==> config.mk <==
export PLATFORM = sky130hd
export DESIGN_NAME = reactive_steering_mode_controller_core
export DESIGN_NICKNAME = d
export VERILOG_FILES = /design/src/rtl/core/rsmc_pkg.sv /design/src/rtl/core/rsmc_cfg_regs.sv /design/src/rtl/core/rsmc_in_stage.sv /design/src/rtl/core/rsmc_mode_ctrl.sv /design/src/rtl/core/reactive_steering_mode_controller_core.sv
export SDC_FILE = /design/constraint.sdc
export NUM_CORES = 1
export LEC_CHECK = 0
export BUFFER_PORTS_ARGS = -buffer_cell sky130_fd_sc_hd__buf_2
export CAP_MARGIN = 5
export CORE_MARGIN = 4
export CORE_UTILIZATION = 47
export CTS_CLUSTER_SIZE = 24
export DETAILED_ROUTE_END_ITERATION = 8
export SLEW_MARGIN = 20
export SYNTH_ARGS = -nofsm -noshare
export SYNTH_HDL_FRONTEND = slang
export SYNTH_HIERARCHICAL = 1
export SYNTH_SLANG_ARGS = --single-unit
==> constraint.sdc <==
create_clock -name clk -period 5.15 [get_ports clk]
set_input_delay 0 -clock clk [delete_from_list [all_inputs] [get_ports clk]]
set_output_delay 0 -clock clk [all_outputs]
set_load 0.005 [all_outputs]
==> src/rtl/core/rsmc_pkg.sv <==
// rsmc_pkg: types and constants shared by the steering mode controller core
// no dependencies

package rsmc_pkg;

	// signed working width for sensor samples and their differences
	localparam int CALC_BITS = 18;

	// divide by 15 through a reciprocal, exact below the throttle saturation point
	localparam int           RECIP15_SHIFT  = 16;
	localparam logic [12:0]  RECIP15        = 13'd4370;
	localparam int           THR_FULL_FRONT = 2445;

	// two fifths as 410 / 1024, exact for quotients below 163
	localparam logic [9:0]   TWO_FIFTHS       = 10'd410;
	localparam int           TWO_FIFTHS_SHIFT = 10;

	localparam logic signed [7:0] THR_BASE_OFS = 8'sd35;
	localparam logic signed [7:0] THR_MAX      = 8'sd100;
	localparam logic signed [7:0] THR_BRAKE    = -8'sd10;
	localparam logic signed [7:0] THR_STUCK    = -8'sd50;
	localparam logic signed [7:0] THR_CURVE    = 8'sd55;

	localparam logic [6:0] STEER_CENTRE = 7'd50;

	typedef enum logic [2:0] {
		MODE_FORWARD = 3'd1,
		MODE_LEFT    = 3'd3,
		MODE_RIGHT   = 3'd4,
		MODE_STUCK   = 3'd5,
		MODE_DOUBLE  = 3'd6,
		MODE_SPIN    = 3'd7
	} drive_mode_t;

	typedef enum logic [1:0] {
		CFG_TURN_DIR      = 2'd0,
		CFG_CURVE_HOLD    = 2'd1,
		CFG_STUCK_TIMEOUT = 2'd2
	} cfg_index_t;

	typedef struct packed {
		logic       turn_direction;
		logic [7:0] curve_hold_ticks;
		logic [5:0] stuck_timeout;
	} cfg_t;

	// per-beat side information carried beside the distance samples
	typedef struct packed {
		logic [15:0] speed;
		logic [7:0]  quot;
		logic        thr_sat;
	} sample_t;

endpackage

==> src/rtl/core/rsmc_cfg_regs.sv <==
// rsmc_cfg_regs: configuration register file of the steering mode controller
// depends on rsmc_pkg

module rsmc_cfg_regs import rsmc_pkg::*; (
	input  logic       clk,
	input  logic       arst_n,
	input  logic       cfg_valid,
	output logic       cfg_ready,
	input  logic [1:0] cfg_index,
	input  logic [7:0] cfg_data,
	output cfg_t       cfg
);

	cfg_t cfg_q;

	assign cfg_ready = 1'b1;
	assign cfg       = cfg_q;

	always_ff @(posedge clk or negedge arst_n) begin
		if (!arst_n) begin
			cfg_q.turn_direction   <= 1'b0;
			cfg_q.curve_hold_ticks <= 8'd15;
			cfg_q.stuck_timeout    <= 6'd60;
		end else if (cfg_valid) begin
			case (cfg_index_t'(cfg_index))
				CFG_TURN_DIR:      cfg_q.turn_direction   <= cfg_data[0];
				CFG_CURVE_HOLD:    cfg_q.curve_hold_ticks <= cfg_data;
				CFG_STUCK_TIMEOUT: cfg_q.stuck_timeout    <= cfg_data[5:0];
				default: begin
				end
			endcase
		end
	end

endmodule

==> src/rtl/core/rsmc_in_stage.sv <==
// rsmc_in_stage: input register of the steering mode controller
// also forms front / 15 ahead of the register; depends on rsmc_pkg

module rsmc_in_stage import rsmc_pkg::*; #(
	parameter int SENSOR_BITS = 12
) (
	input  logic                   clk,
	input  logic                   arst_n,
	input  logic                   sample_valid,
	output logic                   sample_stall,
	input  logic [SENSOR_BITS-1:0] front_distance,
	input  logic [SENSOR_BITS-1:0] left_distance,
	input  logic [SENSOR_BITS-1:0] right_distance,
	input  logic [15:0]            measured_speed,
	input  logic                   advance,
	output logic                   valid_s1,
	output logic [SENSOR_BITS-1:0] front_s1,
	output logic [SENSOR_BITS-1:0] left_s1,
	output logic [SENSOR_BITS-1:0] right_s1,
	output sample_t                smp_s1
);

	logic [CALC_BITS-1:0] front_ext;
	logic [11:0]          front_lo;
	logic [24:0]          recip_prod;
	logic                 load;
	sample_t              smp;

	assign front_ext  = {{(CALC_BITS-SENSOR_BITS){1'b0}}, front_distance};
	assign front_lo   = front_ext[11:0];
	assign recip_prod = 25'(front_lo) * 25'(RECIP15);

	always_comb begin
		smp.speed   = measured_speed;
		smp.quot    = recip_prod[RECIP15_SHIFT +: 8];
		smp.thr_sat = (front_ext >= CALC_BITS'(THR_FULL_FRONT));
	end

	assign sample_stall = valid_s1 && !advance;
	assign load         = sample_valid && !sample_stall;

	always_ff @(posedge clk or negedge arst_n) begin
		if (!arst_n) begin
			valid_s1 <= 1'b0;
		end else if (load) begin
			valid_s1 <= 1'b1;
		end else if (advance) begin
			valid_s1 <= 1'b0;
		end
	end

	always_ff @(posedge clk) begin
		if (load) begin
			front_s1 <= front_distance;
			left_s1  <= left_distance;
			right_s1 <= right_distance;
			smp_s1   <= smp;
		end
	end

endmodule

==> src/rtl/core/rsmc_mode_ctrl.sv <==
// rsmc_mode_ctrl: driving mode machine, tick counters and steer / throttle forming
// depends on rsmc_pkg

module rsmc_mode_ctrl import rsmc_pkg::*; #(
	parameter int SENSOR_BITS = 12
) (
	input  logic                   clk,
	input  logic                   arst_n,
	input  logic                   step,
	input  cfg_t                   cfg,
	input  logic [SENSOR_BITS-1:0] front,
	input  logic [SENSOR_BITS-1:0] left,
	input  logic [SENSOR_BITS-1:0] right,
	input  sample_t                smp,
	output logic [6:0]             steer,
	output logic signed [7:0]      throttle
);

	localparam int PAD = CALC_BITS - SENSOR_BITS;

	drive_mode_t mode_q, mode_d, mode_a, mode_b;
	logic [SENSOR_BITS-1:0] prev_front_q, prev_left_q, prev_right_q;
	logic [6:0] stuck_q, stuck_d, st1, st2;
	logic [7:0] lc_q, lc_d, rc_q, rc_d, dt_q, dt_d, spin_q, spin_d;
	logic [7:0] limit_q, limit_d;
	logic [6:0] last_steer_q;

	logic signed [CALC_BITS-1:0] f_x, l_x, r_x, pf_x, pl_x, pr_x;
	logic signed [CALC_BITS-1:0] lr, lr_sh, dl, dr, df, steer_w;
	logic [17:0] mulq;
	logic signed [7:0] thr_base, thr_w;
	logic slow, blocked, timeout, brake, ccw;

	assign f_x  = signed'({{PAD{1'b0}}, front});
	assign l_x  = signed'({{PAD{1'b0}}, left});
	assign r_x  = signed'({{PAD{1'b0}}, right});
	assign pf_x = signed'({{PAD{1'b0}}, prev_front_q});
	assign pl_x = signed'({{PAD{1'b0}}, prev_left_q});
	assign pr_x = signed'({{PAD{1'b0}}, prev_right_q});

	assign lr    = l_x - r_x;
	assign lr_sh = lr >>> 5;
	assign dl    = l_x - pl_x;
	assign dr    = r_x - pr_x;
	assign df    = f_x - pf_x;
	assign ccw   = cfg.turn_direction;

	assign mulq     = 18'(smp.quot) * 18'(TWO_FIFTHS);
	assign thr_base = smp.thr_sat ? THR_MAX
		: THR_BASE_OFS + signed'({1'b0, mulq[TWO_FIFTHS_SHIFT +: 7]});

	// stuck detection
	assign slow    = (smp.speed <= 16'd1);
	assign st1     = stuck_q + 7'd1;
	assign st2     = slow ? st1 + 7'd1 : st1;
	assign blocked = (f_x <= 18'sd60) && ((l_x <= 18'sd60) || (r_x <= 18'sd60))
		&& (smp.speed <= 16'd1000);
	assign mode_a  = blocked ? MODE_STUCK : mode_q;
	assign timeout = (st2 >= {1'b0, cfg.stuck_timeout});
	assign stuck_d = timeout ? 7'd0 : st2;
	assign mode_b  = timeout ? MODE_STUCK : mode_a;
	assign brake   = (mode_b == MODE_FORWARD) && (df < 0) && (smp.speed > 16'd1500);

	always_comb begin
		mode_d  = mode_b;
		lc_d    = lc_q;
		rc_d    = rc_q;
		dt_d    = dt_q;
		spin_d  = spin_q;
		limit_d = limit_q;
		steer_w = signed'(CALC_BITS'(last_steer_q));
		thr_w   = thr_base;
		if (brake) begin
			thr_w = THR_BRAKE;
		end else begin
			case (mode_b)
				MODE_FORWARD: begin
					lc_d    = 8'd0;
					rc_d    = 8'd0;
					dt_d    = 8'd0;
					spin_d  = 8'd0;
					limit_d = 8'd1;
					steer_w = signed'(CALC_BITS'(STEER_CENTRE)) - lr_sh;
					if (f_x > 18'sd1300 && l_x > 18'sd700 && dl > 18'sd300 && ccw) begin
						mode_d = MODE_DOUBLE;
					end else if (f_x > 18'sd1000 && r_x > 18'sd650 && dr > 18'sd200
						&& ccw) begin
						mode_d = MODE_SPIN;
					end else if (dl >= 18'sd450 && l_x >= 18'sd1200 && f_x < 18'sd600
						&& r_x <= 18'sd800) begin
						limit_d = cfg.curve_hold_ticks;
						mode_d  = MODE_LEFT;
					end else if (dr >= 18'sd450 && r_x >= 18'sd1000 && l_x <= 18'sd800
						&& f_x < 18'sd600) begin
						limit_d = cfg.curve_hold_ticks;
						mode_d  = MODE_RIGHT;
					end
				end
				MODE_LEFT: begin
					lc_d    = lc_q + 8'd1;
					thr_w   = THR_CURVE;
					steer_w = 18'sd35;
					if (f_x > l_x && lc_d >= limit_q) begin
						mode_d = MODE_FORWARD;
					end
				end
				MODE_RIGHT: begin
					rc_d    = rc_q + 8'd1;
					thr_w   = THR_CURVE;
					steer_w = 18'sd75;
					if (f_x > r_x && rc_d >= limit_q) begin
						mode_d = MODE_FORWARD;
					end
				end
				MODE_STUCK: begin
					thr_w = THR_STUCK;
					if (l_x < r_x) begin
						steer_w = 18'sd0;
					end else if (r_x < l_x) begin
						steer_w = 18'sd100;
					end else begin
						steer_w = 18'sd40;
					end
					if (f_x >= 18'sd200 && l_x >= 18'sd40 && r_x >= 18'sd40) begin
						mode_d = MODE_FORWARD;
					end
				end
				MODE_DOUBLE: begin
					dt_d = dt_q + 8'd1;
					if (ccw) begin
						if (dt_d <= 8'd10) begin
							thr_w   = -8'sd25;
							steer_w = 18'sd60;
						end else if (dt_d <= 8'd65) begin
							thr_w   = 8'sd45;
							steer_w = 18'sd0;
						end else if (dt_d <= 8'd160) begin
							thr_w   = THR_CURVE;
							steer_w = 18'sd47 - lr_sh;
						end else if (dt_d <= 8'd210) begin
							thr_w   = 8'sd33;
							steer_w = 18'sd100;
						end
						if (dt_d >= 8'd210) begin
							mode_d = MODE_FORWARD;
						end
					end
				end
				MODE_SPIN: begin
					spin_d = spin_q + 8'd1;
					if (ccw) begin
						thr_w = (spin_d <= 8'd15) ? -8'sd20 : 8'sd45;
						if (spin_d <= 8'd55) begin
							steer_w = 18'sd80;
						end else if (spin_d <= 8'd95) begin
							steer_w = 18'sd25;
						end
						if (spin_d >= 8'd95) begin
							mode_d = MODE_FORWARD;
						end
					end
				end
				default: begin
					mode_d = MODE_FORWARD;
				end
			endcase
		end
	end

	// every throttle source already lies inside -100..100
	always_comb begin
		if (steer_w < 0) begin
			steer = 7'd0;
		end else if (steer_w > 18'sd100) begin
			steer = 7'd100;
		end else begin
			steer = steer_w[6:0];
		end
		throttle = thr_w;
	end

	always_ff @(posedge clk or negedge arst_n) begin
		if (!arst_n) begin
			mode_q       <= MODE_FORWARD;
			prev_front_q <= '0;
			prev_left_q  <= '0;
			prev_right_q <= '0;
			stuck_q      <= 7'd0;
			lc_q         <= 8'd0;
			rc_q         <= 8'd0;
			dt_q         <= 8'd0;
			spin_q       <= 8'd0;
			limit_q      <= 8'd0;
			last_steer_q <= STEER_CENTRE;
		end else if (step) begin
			mode_q       <= mode_d;
			prev_front_q <= front;
			prev_left_q  <= left;
			prev_right_q <= right;
			stuck_q      <= stuck_d;
			lc_q         <= lc_d;
			rc_q         <= rc_d;
			dt_q         <= dt_d;
			spin_q       <= spin_d;
			limit_q      <= limit_d;
			last_steer_q <= steer;
		end
	end

endmodule

==> src/rtl/core/reactive_steering_mode_controller_core.sv <==
// reactive_steering_mode_controller_core: top level of the steering mode controller
// instantiates rsmc_cfg_regs, rsmc_in_stage and rsmc_mode_ctrl; depends on rsmc_pkg
//
// channel   handshake                  beat contents
// sample    sample_valid/sample_stall  front, left, right distance, measured_speed
// result    result_valid/result_stall  steer_percent, throttle_percent
// cfg       cfg_valid/cfg_ready        cfg_index, cfg_data
//
// one beat per cycle sustained while result_stall is low; a result passes the input register, then the result register
// the input register and the result register enclose the combinational mode logic
// asynchronous reset puts cfg and mode state registers to defaults, mode to forward, both stages empty
// result_stall holds the result; sample_stall rises only when both stages are full
// cfg_ready is always high

module reactive_steering_mode_controller_core import rsmc_pkg::*; #(
	parameter int SENSOR_BITS = 12
) (
	input  logic                   clk,
	input  logic                   arst_n,
	input  logic                   sample_valid,
	output logic                   sample_stall,
	input  logic [SENSOR_BITS-1:0] front_distance,
	input  logic [SENSOR_BITS-1:0] left_distance,
	input  logic [SENSOR_BITS-1:0] right_distance,
	input  logic [15:0]            measured_speed,
	output logic                   result_valid,
	input  logic                   result_stall,
	output logic [6:0]             steer_percent,
	output logic signed [7:0]      throttle_percent,
	input  logic                   cfg_valid,
	output logic                   cfg_ready,
	input  logic [1:0]             cfg_index,
	input  logic [7:0]             cfg_data
);

	cfg_t                   cfg;
	sample_t                smp_s1;
	logic [SENSOR_BITS-1:0] front_s1, left_s1, right_s1;
	logic                   valid_s1, advance;
	logic [6:0]             steer_d, steer_q;
	logic signed [7:0]      thr_d, thr_q;
	logic                   valid_q;

	assign advance = valid_s1 && (!valid_q || !result_stall);

	rsmc_cfg_regs u_cfg (
		.clk       (clk),
		.arst_n    (arst_n),
		.cfg_valid (cfg_valid),
		.cfg_ready (cfg_ready),
		.cfg_index (cfg_index),
		.cfg_data  (cfg_data),
		.cfg       (cfg)
	);

	rsmc_in_stage #(.SENSOR_BITS(SENSOR_BITS)) u_in (
		.clk            (clk),
		.arst_n         (arst_n),
		.sample_valid   (sample_valid),
		.sample_stall   (sample_stall),
		.front_distance (front_distance),
		.left_distance  (left_distance),
		.right_distance (right_distance),
		.measured_speed (measured_speed),
		.advance        (advance),
		.valid_s1       (valid_s1),
		.front_s1       (front_s1),
		.left_s1        (left_s1),
		.right_s1       (right_s1),
		.smp_s1         (smp_s1)
	);

	rsmc_mode_ctrl #(.SENSOR_BITS(SENSOR_BITS)) u_ctrl (
		.clk      (clk),
		.arst_n   (arst_n),
		.step     (advance),
		.cfg      (cfg),
		.front    (front_s1),
		.left     (left_s1),
		.right    (right_s1),
		.smp      (smp_s1),
		.steer    (steer_d),
		.throttle (thr_d)
	);

	always_ff @(posedge clk or negedge arst_n) begin
		if (!arst_n) begin
			valid_q <= 1'b0;
		end else if (advance) begin
			valid_q <= 1'b1;
		end else if (!result_stall) begin
			valid_q <= 1'b0;
		end
	end

	always_ff @(posedge clk) begin
		if (advance) begin
			steer_q <= steer_d;
			thr_q   <= thr_d;
		end
	end

	assign result_valid     = valid_q;
	assign steer_percent    = steer_q;
	assign throttle_percent = thr_q;

endmodule

==> results.ini <==
[run_status]
status = complete, no violations

[cts]
clkTransAtPathRegs_ps = 80
cts_inserted_buffers = 17
cts_max_level = 4
clock-root-buffer = clkbuf_16
clock_sinks = 186
cts_tree = built
clk_latency_ps = 450
clk_path_buf_depth = 2

[synth]
ys_seq_elements = 186
synth_cell_types = 106
synth_cells = 1701
ys_warn_count = 6
syn_area_mm2 = 0.0157
avgSynthCellArea_um2 = 9.26
synth-async-reset-ratio_pct = 59.1
ys_seq_area_share_pct = 32.1
syn-num-nets = 1997
synth_edf_count = 76
synthFlopType = dfrtp_1

[pwr]
irDropWorstVdd_uv = 358
p_total_mw = 8.27
leakagePower_nw = 8.00
pwr_density_cell_mw_per_mm2 = 461

[worst_setup_path]
ff2ff_setup_slack_ps = 280
critPathSlowestCell = nor3_2
cp_cell_sequence = nor4_1 > nand3_1 > or2_2 > nor2_1 > nand3b_1 > nor3_1 > xnor2_1 > ha_1 > a21oi_1 > o21a_1 > nand3_2 > nor3_2 > o21ai_1 > buf_4 > a22o_1
cp.required_ps = 5490
cp_max_fo = 15
worstSetupPathType = register to register
reg2reg_to = u_ctrl/limit_q[2]
timing.rr.start = u_in/smp_s1[10]
arrival_ps = 5210
crit_family = simple AND/OR/NAND/NOR gates
cp_num_buf_inv = 1
r2r_cells = 15
critPathMaxStageDelay_ps = 730
end_kind = register
worstSetupStartpointType = register

[hold_path]
min_from = cfg_valid
min_to = u_cfg/cfg[11]
hp-class = input pin to register
min_path_cells = 3

[floorplanning]
io_pins = 85
die_y_um = 191
coreArea_mm2 = 0.0328
num_rows = 66
start_util_pct = 48.0
die_x_um = 191
die_area_mm2 = 0.0365

[placement]
place_hpwl_um = 31400
dp.cells = 2191
port-buffer-count = 83
post-place-ws_ps = 316
gp_congestion = 0.915

[sta]
finalSetupViolCount = 0
slew_violations = 0
min_period_ps = 4870
finalClockSkew_ps = 12.2
rsz0062_at_grt = true
max_freq_mhz = 205
finalWorstSetupSlack_ps = 278
tightest_slew_ps = 1200
hold_slack_ps = 17.9
final.setup.tns_ps = 0
hold_violations = 0
slew_headroom_pct = 17.7
min_period_over_period_pct = 94.6

[route]
dr.pass1.iters = 8
drcViolationCount = 0
ant_nets = 0
first_iter_violations = 868
routedWlPerCell_um = 17.9
avgViaCountPerCell = 5.82
routed-via-count = 13400
finalWirelength_um = 41100

[layout]
fin_cells = 2293
layout_commonest_cell = ha_1
nets = 2133
final_cell_mix = 209 x ha_1, 170 x inv_1, 132 x nand2_1, 116 x o21ai_0, 98 x dfrtp_1
final_layout_size_suffix_gt1_share_pct = 11.7
syn_to_final_growth_pct = 14.0

[grt]
grt_pass1_wl_um = 66900
grt_antenna_before_repair = 0
gr-usage-all-layers_pct = 22.7
grt_pass1_vias = 12900
grt_start_max_net_pins = 58
overflow = 0

[run]
cap_violations = 0

-- worst register-to-register path: stages, from the launching register on --
cell and delay (ps):
edfxtp_1 420, nor4_1 320, nand3_1 190, or2_2 360, nor2_1 170, nand3b_1 120
nor3_1 200, xnor2_1 180, ha_1 280, a21oi_1 160, o21a_1 310, nand3_2 350
nor3_2 730, o21ai_1 440, buf_4 290, a22o_1 240
-- worst max-delay path by stage --
stage / startpoint / to / depth (start not counted)
floorplan: u_in/smp_s1[7] / throttle_percent[1] / 18
global placement: u_in/smp_s1[7] / throttle_percent[1] / 18
detailed placement: u_in/smp_s1[13] / u_ctrl/limit_q[2] / 15
CTS: u_in/smp_s1[13] / u_ctrl/limit_q[6] / 15
global route: u_in/smp_s1[10] / steer_percent[1] / 16
finish: u_in/smp_s1[10] / u_ctrl/limit_q[2] / 15
-- where the power goes --
group          total, mW  switching, mW  internal (mW)
Combinational       4.71           2.75           1.96
Sequential          2.14          0.239           1.91
Clock               1.41          0.632          0.779
-- area by class of cell --
type                            count  area [um2]
Antenna cell                        1        2.50
Fill cell                        2997       14800
Inverter                          174         653
Clock inverter                      9        78.8
Multi-Input combinational cell   1290        9830
Clock buffer                       23         554
Timing Repair Buffer              168        1230
Sequential cell                   186        5050
Tap cell                          442         553
-- sequential cells by signal, summed over array words and instances (netlist names) --
register             flops
u_in/smp_s1             25
u_cfg/cfg               15
u_ctrl/prev_front_q     12
u_ctrl/prev_left_q      12
u_ctrl/prev_right_q     12
u_in/front_s1           12
u_in/left_s1            12
u_in/right_s1           12
throttle_percent         8
u_ctrl/dt_q              8
u_ctrl/lc_q              8
u_ctrl/limit_q           8
u_ctrl/rc_q              8
u_ctrl/spin_q            8
steer_percent            7
u_ctrl/last_steer_q      7
u_ctrl/stuck_q           7
u_ctrl/mode_q            3
result_valid             1
u_in/valid_s1            1
-- logic make-up after synthesis --
| group | Yosys count | synth area share [%] |
|---|---|---|
| and+or+nand+nor | 467 | 15.3 |
| xor gates and xnor gates | 74 | 4.12 |
| other | 1 | 0.0238 |
| buffers and inverters | 225 | 5.59 |
| DFF | 186 | 32.1 |
| AOI/OAI and AO/OA | 493 | 21.9 |
| adders and majority gates | 229 | 19.1 |
| muxes | 26 | 1.84 |
-- Yosys cell counts (11+ instances only) --
| master | count | share of area, % |
|---|---|---|
| edfxtp_1 | 76 | 14 |
| clkbuf_1 | 34 | 0.81 |
| nor3_1 | 35 | 1.1 |
| xor2_1 | 25 | 1.4 |
| nor2b_1 | 14 | 0.56 |
| nand2_1 | 132 | 3.1 |
| fa_1 | 20 | 2.5 |
| nand2b_1 | 16 | 0.64 |
| and3_1 | 18 | 0.72 |
| a211oi_1 | 19 | 0.91 |
| xnor2_1 | 49 | 2.7 |
| a21oi_1 | 78 | 2.5 |
| mux2_2 | 20 | 1.4 |
| o211ai_1 | 20 | 0.95 |
| a31oi_1 | 28 | 1.1 |
| dfrtp_1 | 98 | 16 |
| nand3_1 | 56 | 1.8 |
| ha_1 | 209 | 17 |
| and2_1 | 15 | 0.60 |
| a21o_1 | 37 | 1.8 |
| dfstp_2 | 12 | 2.0 |
| o31ai_1 | 11 | 0.52 |
| nand4_1 | 26 | 1.0 |
| buf_2 | 11 | 0.35 |
| inv_1 | 170 | 4.1 |
| nor2_1 | 91 | 2.2 |
| o21a_1 | 21 | 1.0 |
| o21ai_0 | 116 | 3.7 |
-- per-layer routing --
layer	global-route usage (%)	share of wire [%]	vias to the layer above
met5	0	0	-
met4	6.19	1.8	0
met3	3.91	4.9	51
met2	36.8	47	345
met1	31.5	47	6400
li1	-	-	6555
-- per-stage QoR --
stage / cell area (um2) / util (%)
global placement: 16600 / 50.7
floorplan: 15700 / -
CTS: 17900 / 54.7
finish: 17900 / 54.7
global route: 17900 / 54.7
detailed placement: 16600 / 50.7
-- timing repair --
action | CTS | global route
endpoints found under the setup margin | 0 | 9
hold endpoints to repair | 123 | 0
setup buffers | 0 | 0
resized for setup | 0 | 0
hold buffers | 69 | 0
No activity file was read; power rests on OpenSTA's default activity.
